## src/vgs_pkg.sv

```systemverilog
// Shared types, codes and saturating helpers for the velocity goal supervisor.
`default_nettype none

package vgs_pkg;

  // Axis count and default widths
  localparam int AXES          = 6;
  localparam int VEL_BITS_DEF  = 24;
  localparam int TIME_BITS_DEF = 48;

  // Multiplier operand layout: a 64-bit time magnitude cut into two halves
  localparam int MAG_W  = 64;
  localparam int HALF_W = 32;
  localparam int OUT_W  = 64;

  // Request opcodes
  localparam int            OP_W     = 3;
  localparam logic [OP_W-1:0] OP_GOAL  = 3'd0;
  localparam logic [OP_W-1:0] OP_MEAS  = 3'd1;
  localparam logic [OP_W-1:0] OP_MODE  = 3'd2;
  localparam logic [OP_W-1:0] OP_QUERY = 3'd3;
  localparam logic [OP_W-1:0] OP_TICK  = 3'd4;

  // Kinds of request carried down the pipeline
  localparam int              KIND_W  = 2;
  localparam logic [KIND_W-1:0] K_GOAL  = 2'd0;
  localparam logic [KIND_W-1:0] K_MODE  = 2'd1;
  localparam logic [KIND_W-1:0] K_QUERY = 2'd2;
  localparam logic [KIND_W-1:0] K_TICK  = 2'd3;

  // Result kinds
  localparam logic RES_VELOCITY = 1'b0;
  localparam logic RES_DISTANCE = 1'b1;

  // Signed 64-bit limits
  localparam logic [OUT_W-1:0] MAG63     = 64'h8000_0000_0000_0000;
  localparam logic [OUT_W-1:0] INT64_MAX = 64'h7FFF_FFFF_FFFF_FFFF;
  localparam logic [OUT_W-1:0] INT64_MIN = 64'h8000_0000_0000_0000;

  // Control decoded at acceptance, carried with the request
  typedef struct packed {
    logic [KIND_W-1:0] kind;
    logic              integ;
    logic              time_reached;
  } front_ctl_t;

  // Stage loads and retirement control broadcast to every lane
  typedef struct packed {
    logic              s1_ld;
    logic              s2_ld;
    logic              s3_ld;
    logic              retire;
    logic [KIND_W-1:0] kind;
    logic              integ;
    logic              active;
  } lane_ctl_t;

  // Saturating signed 64-bit add
  function automatic logic [OUT_W-1:0] sat_add(input logic [OUT_W-1:0] a,
                                               input logic [OUT_W-1:0] b);
    logic [OUT_W:0] s;
    s = {a[OUT_W-1], a} + {b[OUT_W-1], b};
    if (s[OUT_W] != s[OUT_W-1]) begin
      return s[OUT_W] ? INT64_MIN : INT64_MAX;
    end
    return s[OUT_W-1:0];
  endfunction

  // Saturating signed 64-bit subtract
  function automatic logic [OUT_W-1:0] sat_sub(input logic [OUT_W-1:0] a,
                                               input logic [OUT_W-1:0] b);
    logic [OUT_W:0] s;
    s = {a[OUT_W-1], a} - {b[OUT_W-1], b};
    if (s[OUT_W] != s[OUT_W-1]) begin
      return s[OUT_W] ? INT64_MIN : INT64_MAX;
    end
    return s[OUT_W-1:0];
  endfunction

  // Unsigned magnitude of a signed 64-bit word
  function automatic logic [OUT_W-1:0] mag64(input logic [OUT_W-1:0] x);
    return x[OUT_W-1] ? (~x + 64'd1) : x;
  endfunction

endpackage

`default_nettype wire

```

## src/vgs_merge.sv

```systemverilog
// Merge stage: combine lane reach flags and lane values into one result.
`default_nettype none

module vgs_merge
  import vgs_pkg::*;
(
  input  logic [KIND_W-1:0]          kind,
  input  logic                       active,
  input  logic                       integ,
  input  logic                       time_reached,
  input  logic [AXES-1:0]            reach,
  input  logic [AXES-1:0][OUT_W-1:0] lane_val,
  output logic                       reached,
  output logic                       res_kind,
  output logic [AXES-1:0][OUT_W-1:0] res_val
);

  // Reach on any axis in integrate mode, otherwise on elapsed time
  assign reached  = active && (integ ? (|reach) : time_reached);
  assign res_kind = (kind == K_QUERY) ? RES_DISTANCE : RES_VELOCITY;

  // Zero the answer when there is no goal, or the tick ends it
  always_comb begin
    case (kind)
      K_TICK:  res_val = (!active || reached) ? '0 : lane_val;
      K_QUERY: res_val = active ? lane_val : '0;
      default: res_val = '0;
    endcase
  end

endmodule

`default_nettype wire

```

## config.mk

```make
export PLATFORM = sky130hd
export DESIGN_NAME = vgs_merge
export DESIGN_NICKNAME = d
export VERILOG_FILES = /design/src/vgs_pkg.sv /design/src/vgs_merge.sv
export SDC_FILE = /design/constraint.sdc
export NUM_CORES = 1
export LEC_CHECK = 0
export BUFFER_PORTS_ARGS = -buffer_cell sky130_fd_sc_hd__buf_2
export CORE_AREA = 3 3 305 307
export DETAILED_ROUTE_END_ITERATION = 8
export DIE_AREA = 0 0 308 310
export SETUP_SLACK_MARGIN = 0.2
export SLEW_MARGIN = 15
export SYNTH_ARGS = -nofsm -noshare
export SYNTH_HDL_FRONTEND = slang
export SYNTH_SLANG_ARGS = --single-unit
```

## constraint.sdc

```tcl
create_clock -name vclk -period 1.3
set_input_delay 0.065 -clock vclk [all_inputs]
set_output_delay 0.065 -clock vclk [all_outputs]
set_load 0.02 [all_outputs]
```

==> flow_summary.rst <==
.. list-table::
   :header-rows: 1

   * - Metric
     - Value
   * - Classification of the worst setup path
     - in -> out
   * - Post-layout minimum cycle time
     - 1.88 ns
   * - Clock buffers
     - 0
   * - Peak ir drop on the vdd network
     - 85.4 uV
   * - Sequential-to-total area share from yosys stat
     - 0
   * - Number of cells produced by synthesis
     - 475
   * - Maximum number of pins on one net before global-route repair
     - 90
   * - Global-route total usage across every layer
     - 0.140
   * - Mean number of vias per cell
     - 3.23
   * - Lkg Pwr
     - 6.26 nW
   * - Antenna violations before repair
     - 188
   * - Vias
     - 7,934
   * - Max-cap viol count
     - 0
   * - CP Data Required Time
     - 1.24 ns
   * - Vias in the first global route
     - 6,870
   * - Final Hold Vio Count
     - 0
   * - Leading cell types in the layout, fill and taps excluded
     - sky130_fd_sc_hd__buf_2, sky130_fd_sc_hd__and3_2, sky130_fd_sc_hd__buf_4
   * - Max-slew violation count
     - 0
   * - Post-synthesis share of cell area spent on and, or, nand and nor gates
     - 0.838
   * - Post-synthesis to final-layout area growth
     - 271%
   * - Y dimension of the die
     - 310 um
   * - Most common library cell in the layout ignoring fill and taps
     - sky130_fd_sc_hd__buf_2
   * - Hold wc startpoint
     - lane_val[13]
   * - Iteration count of the initial detailed-routing pass
     - 5
   * - Crit start category
     - input port
   * - Tightest Pin Transition
     - 0.377 ns
   * - Dominant combinational cell family by area after synthesis
     - simple AND/OR/NAND/NOR gates
   * - Worst hold endpoint
     - res_val[13]
   * - Power density normalized to cell area
     - 311 nW/um^2
   * - Count of routing violations after the opening detailed-route iteration
     - 485
   * - Data arrival, critical path
     - 1.81 ns
   * - Initial Utilization
     - 0.0322
   * - Number of placed cells counting well taps
     - 2,376
   * - Final routed DRC violation total
     - 0
   * - Wire length per cell
     - 31.0 um
   * - CP Max Fanout
     - 13
   * - Hold-fix buffers, CTS
     - 0
   * - Row cnt
     - 110
   * - Total number of nets in the final design
     - 1,626
   * - Non-Filler Instances
     - 2,456
   * - Overflow left after global routing
     - 0
   * - Total nets after synthesis
     - 870
   * - Slew margin rel.
     - 0.749
   * - Area taken by flip-flops and latches
     - 0 sq um
   * - Final Routed Wirelength
     - 76,200 um
   * - Cell area after technology mapping
     - 2900 sq um
   * - Violations in the final reports
     - negative setup slack
   * - Global-route wire length before repair
     - 84,500 um
   * - Final estimated routing congestion in global placement
     - 0.838
   * - Half-perimeter wire length after placement
     - 66,200 um
   * - Worst hold margin
     - 0.468 ns
   * - Multiplexer share of the synthesized area
     - 0
   * - Hold path cells
     - 3
   * - Total die area
     - 95,500 sq um
   * - Critical Path End Type
     - primary output
   * - Worst Slack Setup Final
     - -0.578 ns
   * - Adder-cell share of the synthesized area
     - 0
   * - Warnings, synthesis
     - 0
   * - Antenna violation net count after detailed routing
     - 0
   * - Setup Viol. Count Final
     - 384
   * - Proportion of layout cells with a drive suffix above 1
     - 0.983
   * - Unrepaired setup endpoints after global routing
     - yes
   * - Syn avg cell area
     - 6.11 sq um
   * - Hold WC Path Type
     - in -> out
   * - Overall die width
     - 308 um
   * - FMAX
     - 0.532 GHz
   * - Number of input and output port buffers inserted
     - 781
   * - Share of the clock period used by the worst path
     - 1.44
   * - Yosys cell types
     - 10
   * - FFs & Latches
     - 0
   * - Ports placed on the boundary
     - 781
   * - Worst slack, placed
     - -0.656 ns
   * - Outcome
     - complete, but fails checks
   * - Share of the synthesized netlist area taken by xor and xnor gates
     - 0
   * - Share of the synthesized area in compound gates (AO/OA/AOI/OAI)
     - 0.0129
   * - Core outline area
     - 90,300 sq um
## layer usage
| layer | up-vias | wire length [um] | global-route usage |
|---|---|---|---|
| met1 | 3539 | 26400 | 0.146 |
| met5 | - | 1110 | 0 |
| met2 | 637 | 31500 | 0.209 |
| met3 | 244 | 16200 | 0.144 |
| met4 | 166 | 1010 | 0.00200 |
| li1 | 3348 | - | - |
## where the power goes
group / leakage, nW / internal, mW / total (mW) / switching [mW]
sequential: 0 / 0 / 0 / 0
clock: 0.000323 / 0.00000504 / 0.00000504 / 0
combinational: 6.26 / 1.58 / 3.34 / 1.76
total: 6.26 / 1.58 / 3.34 / 1.76
## through the flow
step / util / setup TNS, ns / total power [mW] / cell area [sq um]
CTS: 0.105 / -215.04 / 2.97 / 9490
floorplan: - / -55.36 / 1.22 / 3350
detailed placement: 0.0965 / -210.60 / 2.67 / 8710
global placement: 0.0965 / -203.27 / 2.63 / 8710
finish: 0.119 / -203.47 / 3.34 / 10800
global route: 0.118 / -225.15 / 3.54 / 10700
## repair_timing
action / CTS / global route
endpoints found under the setup margin: 385 / 385
gates resized for setup: 165 / 287
pin swaps: 17 / 25
cloned: 5 / 14
setup buffers: 10 / 0
## cells in the mapped netlist
library cell,number,area share
sky130_fd_sc_hd__or3_1,1,0.0022
sky130_fd_sc_hd__and2_1,1,0.0022
sky130_fd_sc_hd__or4b_4,1,0.0047
sky130_fd_sc_hd__o221ai_4,1,0.0090
sky130_fd_sc_hd__buf_6,10,0.039
sky130_fd_sc_hd__clkbuf_1,45,0.058
sky130_fd_sc_hd__and3_1,384,0.83
sky130_fd_sc_hd__o221a_2,1,0.0039
sky130_fd_sc_hd__nor2b_1,1,0.0022
sky130_fd_sc_hd__buf_2,30,0.052
## logic make-up after synthesis
logic type / count (synthesis)
AND/OR/NAND/NOR: 388
buffers and inverters: 85
AO/OA/AOI/OAI: 2
## worst max-delay path: stages
cell	delay, ns
sky130_fd_sc_hd__buf_6	0.09
sky130_fd_sc_hd__or4b_4	0.55
sky130_fd_sc_hd__o221ai_4	0.19
sky130_fd_sc_hd__buf_12	0.19
sky130_fd_sc_hd__clkbuf_16	0.18
sky130_fd_sc_hd__clkbuf_16	0.19
sky130_fd_sc_hd__and3_2	0.19
sky130_fd_sc_hd__buf_4	0.14
## cell type report
class	count	area (sq um)
Multi-Input combinational cell	390	3140
Fill cell	10500	79500
Tap cell	1176	1470
Antenna cell	51	128
Timing Repair Buffer	839	6020
## worst max-delay path by stage
stage / startpoint / to / slack, ns
after global placement: reach[5] / res_val[103] / -0.63
after CTS: reach[2] / res_val[121] / -0.63
after detailed placement: reach[2] / res_val[103] / -0.66
final: reach[2] / res_val[207] / -0.58
after floorplan: reach[2] / res_val[100] / -0.15
after global routing: reach[2] / res_val[147] / -0.63
No activity file was read; power rests on OpenSTA's default activity.
