==> src/vgs_pkg.sv <==
// Shared types, codes and saturating helpers for the velocity goal supervisor.
`default_nettype none

package vgs_pkg;

  // Axis count and default widths
  localparam int AXES          = 6;
  localparam int VEL_BITS_DEF  = 24;
  localparam int TIME_BITS_DEF = 48;

  // Multiplier operand layout: a 64-bit time magnitude cut into two halves
  localparam int MAG_W  = 64;
  localparam int HALF_W = 32;
  localparam int OUT_W  = 64;

  // Request opcodes
  localparam int            OP_W     = 3;
  localparam logic [OP_W-1:0] OP_GOAL  = 3'd0;
  localparam logic [OP_W-1:0] OP_MEAS  = 3'd1;
  localparam logic [OP_W-1:0] OP_MODE  = 3'd2;
  localparam logic [OP_W-1:0] OP_QUERY = 3'd3;
  localparam logic [OP_W-1:0] OP_TICK  = 3'd4;

  // Kinds of request carried down the pipeline
  localparam int              KIND_W  = 2;
  localparam logic [KIND_W-1:0] K_GOAL  = 2'd0;
  localparam logic [KIND_W-1:0] K_MODE  = 2'd1;
  localparam logic [KIND_W-1:0] K_QUERY = 2'd2;
  localparam logic [KIND_W-1:0] K_TICK  = 2'd3;

  // Result kinds
  localparam logic RES_VELOCITY = 1'b0;
  localparam logic RES_DISTANCE = 1'b1;

  // Signed 64-bit limits
  localparam logic [OUT_W-1:0] MAG63     = 64'h8000_0000_0000_0000;
  localparam logic [OUT_W-1:0] INT64_MAX = 64'h7FFF_FFFF_FFFF_FFFF;
  localparam logic [OUT_W-1:0] INT64_MIN = 64'h8000_0000_0000_0000;

  // Control decoded at acceptance, carried with the request
  typedef struct packed {
    logic [KIND_W-1:0] kind;
    logic              integ;
    logic              time_reached;
  } front_ctl_t;

  // Stage loads and retirement control broadcast to every lane
  typedef struct packed {
    logic              s1_ld;
    logic              s2_ld;
    logic              s3_ld;
    logic              retire;
    logic [KIND_W-1:0] kind;
    logic              integ;
    logic              active;
  } lane_ctl_t;

  // Saturating signed 64-bit add
  function automatic logic [OUT_W-1:0] sat_add(input logic [OUT_W-1:0] a,
                                               input logic [OUT_W-1:0] b);
    logic [OUT_W:0] s;
    s = {a[OUT_W-1], a} + {b[OUT_W-1], b};
    if (s[OUT_W] != s[OUT_W-1]) begin
      return s[OUT_W] ? INT64_MIN : INT64_MAX;
    end
    return s[OUT_W-1:0];
  endfunction

  // Saturating signed 64-bit subtract
  function automatic logic [OUT_W-1:0] sat_sub(input logic [OUT_W-1:0] a,
                                               input logic [OUT_W-1:0] b);
    logic [OUT_W:0] s;
    s = {a[OUT_W-1], a} - {b[OUT_W-1], b};
    if (s[OUT_W] != s[OUT_W-1]) begin
      return s[OUT_W] ? INT64_MIN : INT64_MAX;
    end
    return s[OUT_W-1:0];
  endfunction

  // Unsigned magnitude of a signed 64-bit word
  function automatic logic [OUT_W-1:0] mag64(input logic [OUT_W-1:0] x);
    return x[OUT_W-1] ? (~x + 64'd1) : x;
  endfunction

endpackage

`default_nettype wire

==> src/vgs_front.sv <==
// Front end: request decode, early supervisor state and multiplier operand select.
`default_nettype none

module vgs_front
  import vgs_pkg::*;
#(
  parameter int VELOCITY_BITS = VEL_BITS_DEF,
  parameter int TIME_BITS     = TIME_BITS_DEF
) (
  input  logic                                clk,
  input  logic                                rst_n,
  input  logic                                accept,
  input  logic [OP_W-1:0]                     opcode,
  input  logic [AXES-1:0][VELOCITY_BITS-1:0]  vel,
  input  logic [31:0]                         goal_duration,
  input  logic                                integrate_flag,
  input  logic                                velocity_mode,
  input  logic [TIME_BITS-1:0]                now_time,
  output logic                                push,
  output front_ctl_t                          ctl,
  output logic [MAG_W-1:0]                    mb,
  output logic                                neg_b,
  output logic [AXES-1:0][VELOCITY_BITS-1:0]  lane_a
);

  logic                               enabled_r;
  logic [TIME_BITS-1:0]               last_tick_r;
  logic [TIME_BITS-1:0]               goal_start_r;
  logic [31:0]                        time_len_r;
  logic                               integ_r;
  logic [AXES-1:0][VELOCITY_BITS-1:0] meas_r;
  logic [AXES-1:0][VELOCITY_BITS-1:0] gvel_r;

  logic [TIME_BITS-1:0] tl_ext;
  logic [TIME_BITS-1:0] elapsed;
  logic [TIME_BITS-1:0] ahead;
  logic                 late;
  logic [MAG_W:0]       ahead_sum;

  // Time differences against the goal start
  assign tl_ext    = TIME_BITS'(time_len_r);
  assign elapsed   = now_time - goal_start_r;
  assign ahead     = goal_start_r - now_time;
  assign late      = now_time >= goal_start_r;
  assign ahead_sum = {1'b0, MAG_W'(time_len_r)} + {1'b0, MAG_W'(ahead)};

  // Decode the request and pick the multiplier operands
  always_comb begin
    push   = 1'b0;
    ctl    = '0;
    mb     = '0;
    neg_b  = 1'b0;
    lane_a = '0;
    case (opcode)
      OP_GOAL: begin
        push     = 1'b1;
        ctl.kind = K_GOAL;
        mb       = MAG_W'(goal_duration);
        lane_a   = vel;
      end
      OP_MODE: begin
        push     = velocity_mode != enabled_r;
        ctl.kind = K_MODE;
      end
      OP_QUERY: begin
        push      = 1'b1;
        ctl.kind  = K_QUERY;
        ctl.integ = integ_r;
        lane_a    = gvel_r;
        if (!integ_r) begin
          if (late) begin
            if (tl_ext >= elapsed) begin
              mb = MAG_W'(tl_ext - elapsed);
            end else begin
              mb    = MAG_W'(elapsed - tl_ext);
              neg_b = 1'b1;
            end
          end else begin
            mb = ahead_sum[MAG_W] ? '1 : ahead_sum[MAG_W-1:0];
          end
        end
      end
      OP_TICK: begin
        push             = enabled_r;
        ctl.kind         = K_TICK;
        ctl.integ        = integ_r;
        ctl.time_reached = late && (elapsed >= tl_ext);
        lane_a           = meas_r;
        if (now_time > last_tick_r) begin
          mb = MAG_W'(now_time - last_tick_r);
        end
      end
      default: begin
      end
    endcase
  end

  // Update the early state as each request is accepted
  always_ff @(posedge clk) begin
    if (!rst_n) begin
      enabled_r    <= 1'b0;
      last_tick_r  <= '0;
      goal_start_r <= '0;
      time_len_r   <= '0;
      integ_r      <= 1'b0;
      meas_r       <= '0;
      gvel_r       <= '0;
    end else if (accept) begin
      case (opcode)
        OP_GOAL: begin
          gvel_r       <= vel;
          time_len_r   <= goal_duration;
          integ_r      <= integrate_flag;
          goal_start_r <= now_time;
          last_tick_r  <= now_time;
        end
        OP_MEAS: begin
          meas_r <= vel;
        end
        OP_MODE: begin
          if (velocity_mode != enabled_r) begin
            gvel_r <= '0;
          end
          enabled_r <= velocity_mode;
        end
        OP_TICK: begin
          if (enabled_r) begin
            last_tick_r <= now_time;
          end
        end
        default: begin
        end
      endcase
    end
  end

endmodule

`default_nettype wire

==> config.mk <==
export PLATFORM = sky130hd
export DESIGN_NAME = vgs_front
export DESIGN_NICKNAME = d
export VERILOG_FILES = /design/src/vgs_pkg.sv /design/src/vgs_front.sv
export SDC_FILE = /design/constraint.sdc
export NUM_CORES = 2
export LEC_CHECK = 0
export ABC_AREA = 1
export BUFFER_PORTS_ARGS = -buffer_cell sky130_fd_sc_hd__buf_2
export CAP_MARGIN = 0
export CORE_MARGIN = 10
export CORE_UTILIZATION = 45
export CTS_BUF_LIST = sky130_fd_sc_hd__clkbuf_16
export DETAILED_ROUTE_END_ITERATION = 6
export PLACE_DENSITY = 0.67
export RECOVER_POWER = 100
export SYNTH_ARGS = -nofsm -noshare
export SYNTH_HDL_FRONTEND = slang
export SYNTH_SLANG_ARGS = --single-unit
==> constraint.sdc <==
create_clock -name clk -period 4.7 [get_ports clk]
set_input_delay 0.235 -clock clk [delete_from_list [all_inputs] [get_ports clk]]
set_output_delay 0.235 -clock clk [all_outputs]
set_load 0.01 [all_outputs]
==> reports/results.txt <==
highest clock rate: 197 MHz
Yosys top cell by area: dfxtp_1
syn nets: 6407
Clock Tree Root: clkbuf_16
IO buf count: 445
GR Overflow Total: 0
synthesized cell area: 35300 um^2
DR WL/cell: 20.1 um
fin util: 65.8%
predominant post-synthesis flop cell: dfxtp_1
max cap viols: 7
Setup WS post-layout: -0.385 ns
worst slew pin tran: 3.27 ns
largest net degree at the start of global routing: 177
failing checks: DRC, capacitance limit, slew limit, setup timing
share of cells above drive strength 1: 27.6%
Leak Pwr: 24.0 nW
count of final setup violators: 108
Tot Pwr: 0.0133 W
worst-skew pair later-pin latency: 0.62 ns
Seq/Total Area, Yosys: 23.7%
CTS clk-pin slew, worst paths: 0.06 ns
Worst Hold Class: in -> reg
worst vdd ir: 0.294 mV
area delta synth->final: 44.7%
DRT Pass-1 Iters: 7
gpl congestion: 1.03
Clock Tree Buf Depth: 3
vias per cell: 5.46
post-synthesis sequential element count: 418
final wirelength: 165 mm
CTS Buf Count: 48
synth warn: 0
switching share of total power: 38.0%
number of flops mapped to enable cells by yosys: 0
fin crit period: 5.08 ns
FP Rows: 102
clock sinks: 418
Setup Skew: 0.0136 ns
Yosys top cell area share: 23.7%
Crit path required time: 4.47 ns
Final TNS setup: -15.38 ns
Final ANT Viol Nets: 0
crit path DAT: 4.85 ns
final worst-path cycle share: 108%
async set or reset register ratio after synthesis: 0%
Post-route DRC: 2
H-tree lvl count: 2
vias in the first global route: 43100
fin. max-slew vios: 689
Total Routing Usage GR: 34.1%
Net Switching: 0.00506 W
Final Hold Fails: 0
Pwr Density: 261 nW/um^2
Setup crit start kind: flip-flop
DP Wirelength: 123 mm
CORE AREA: 77600 um^2
synth unique cells: 55
first-pass GRT wire length: 244 mm
syn_area_per_cell: 5.95 um^2
CP Max Fanout: 4
via count: 44800
die area: 90100 um^2
P_int: 0.00827 W
sequential power share: 28.0%
fin nets: 7586
Worst slew margin: -118%
Synth Instances: 5930
chip height: 300 um
outcome: finished with violations
Clk pwr share: 29.6%
initial core utilization: 45.5%
Crit Path Class: reg -> out
CTS tree: yes
CP endpoint kind: output port
post-place setup slack: -0.326 ns
Die W: 300 um
initial drt markers: 3842
Synth area leaders: dfxtp_1 (24%), nand2_1 (17%), a21oi_1 (9.5%)
io pins: 446
initial antenna violation count: 19
Min Hold Slack: 0.0306 ns
RSZ-0062 raised after global routing: true
combinational share of power: 42.5%
-- layer usage --
layer / track usage [%] / share of wire [%] / wire, um / up-vias
met2: 57.6 / 47 / 77300 / 1945
met3: 5.38 / 7.4 / 12300 / 487
met4: 19.3 / 6.5 / 10800 / 10
li1: - / - / - / 21500
met1: 40.9 / 39 / 64700 / 20900
met5: 0 / 0.042 / 69 / -
-- sequential cells by signal (all words and copies together), names as in the netlist --
signal        flops
meas_r          144
time_len_r       32
integ_r           1
gvel_r          144
goal_start_r     48
enabled_r         1
last_tick_r      48
-- synthesized netlist by cell type (all sizes together), types with 3 or more instances --
cell type     n
nand4        39
nor4         10
a22oi         3
o21a         28
nand3       463
a21oi       672
a21o          8
fa            6
nand2      1638
dfxtp       418
ha          239
nor2        644
xor2        126
a31oi        20
o21ai       492
nand3b        4
o21bai        9
o221ai        8
inv         696
clkbuf      228
buf          55
nor3         23
or2          13
o2111ai       3
a21boi        8
xnor2        41
o211ai       19
-- stage by stage --
| stage | cell area [um^2] | std cells |
|---|---|---|
| 4_1_cts | 48100 | 8109 |
| 3_5_place_dp | 42700 | 7780 |
| 3_3_place_gp | 42700 | 7780 |
| 2_1_floorplan | 35300 | 5930 |
| 5_1_grt | 51100 | 8197 |
| 6_report | 51100 | 8202 |
-- cell type report --
| class | count | area, um^2 |
|---|---|---|
| Antenna cell | 15 | 37.5 |
| Clock buffer | 48 | 1200 |
| Clock inverter | 40 | 403 |
| Fill cell | 7163 | 26500 |
| Inverter | 697 | 2650 |
| Multi-Input combinational cell | 4532 | 26800 |
| Sequential cell | 418 | 8410 |
| Tap cell | 1040 | 1300 |
| Timing Repair Buffer | 1412 | 10300 |
-- critical path, stage by stage, from the launching register on --
cell and delay, ns:
dfxtp_4 0.36, inv_4 0.05, ha_4 0.12, inv_2 0.04, fa_2 0.41, inv_2 0.10, o21ai_4 0.07, buf_6 0.14
nand2_1 0.08, nand2_2 0.12, nand2_1 0.08, nand3_1 0.15, xor2_2 0.21, ha_1 0.35, buf_4 0.13, nand2_2 0.07
nor2_1 0.19, nand4_1 0.23, nand3_2 0.19, nand4_1 0.16, a21oi_1 0.22, buf_4 0.16, xor2_1 0.14, nand2_1 0.11
nand3_4 0.12, nand2_2 0.07, buf_6 0.12
-- cells by family (layout without fill, tap and decap cells) --
group	after synthesis	after routing	synth area share [%]
adders and majority gates	245	245	8.81
AOI/OAI and AO/OA	1283	1283	19.1
other	0	15	0
and+or+nand+nor	2837	2837	33.5
DFF	418	418	23.7
xor gates and xnor gates	167	167	4.14
buffers and inverters	980	2197	10.8
-- power by group through the flow --
stage	clock network (W)	logic (W)	registers [W]
6_report	0.00394	0.00566	0.00373
5_1_grt	0.00410	0.00607	0.00374
4_1_cts	0.00396	0.00493	0.00373
3_5_place_dp	0	0.00450	0.00380
3_3_place_gp	0	0.00449	0.00380
2_1_floorplan	0	0.00244	0.00379
-- path summary, 6_finish.rpt --
path	to	cells past startpoint	slack [ns]	from
worst min register to register	last_tick_r[15]$_SDFFE_PN0P_	2	0.46	last_tick_r[15]$_SDFFE_PN0P_
worst min-delay path	time_len_r[19]$_SDFFE_PN0P_	3	0.03	goal_duration[19]
worst max register to register	gvel_r[67]$_SDFFE_PN0P_	7	2.14	enabled_r$_SDFFE_PN0P_
worst max-delay path	mb[38]	26	-0.38	goal_start_r[0]$_SDFFE_PN0P_
-- timing repair --
action	in CTS	in global routing
resized for setup	348	651
pin swaps	56	162
hold endpoints to repair	366	0
cloned	2	2
buffers inserted	24	84
hold buffers	215	0
endpoints found under the setup margin	66	66
-- layout by cell type, fill, tap and decap left out, drive strengths merged, types with 19 or more instances in the layout --
| cell | n |
|---|---|
| xnor2 | 41 |
| nor3 | 23 |
| a21oi | 672 |
| nand2 | 1638 |
| a31oi | 20 |
| o21a | 28 |
| ha | 239 |
| buf | 1087 |
| inv | 706 |
| o211ai | 19 |
| dfxtp | 418 |
| nor2 | 644 |
| xor2 | 126 |
| clkinv | 22 |
| dlygate4sd3 | 215 |
| nand4 | 39 |
| nand3 | 463 |
| clkbuf | 158 |
| o21ai | 492 |
Power figures use the tool's default switching activity.
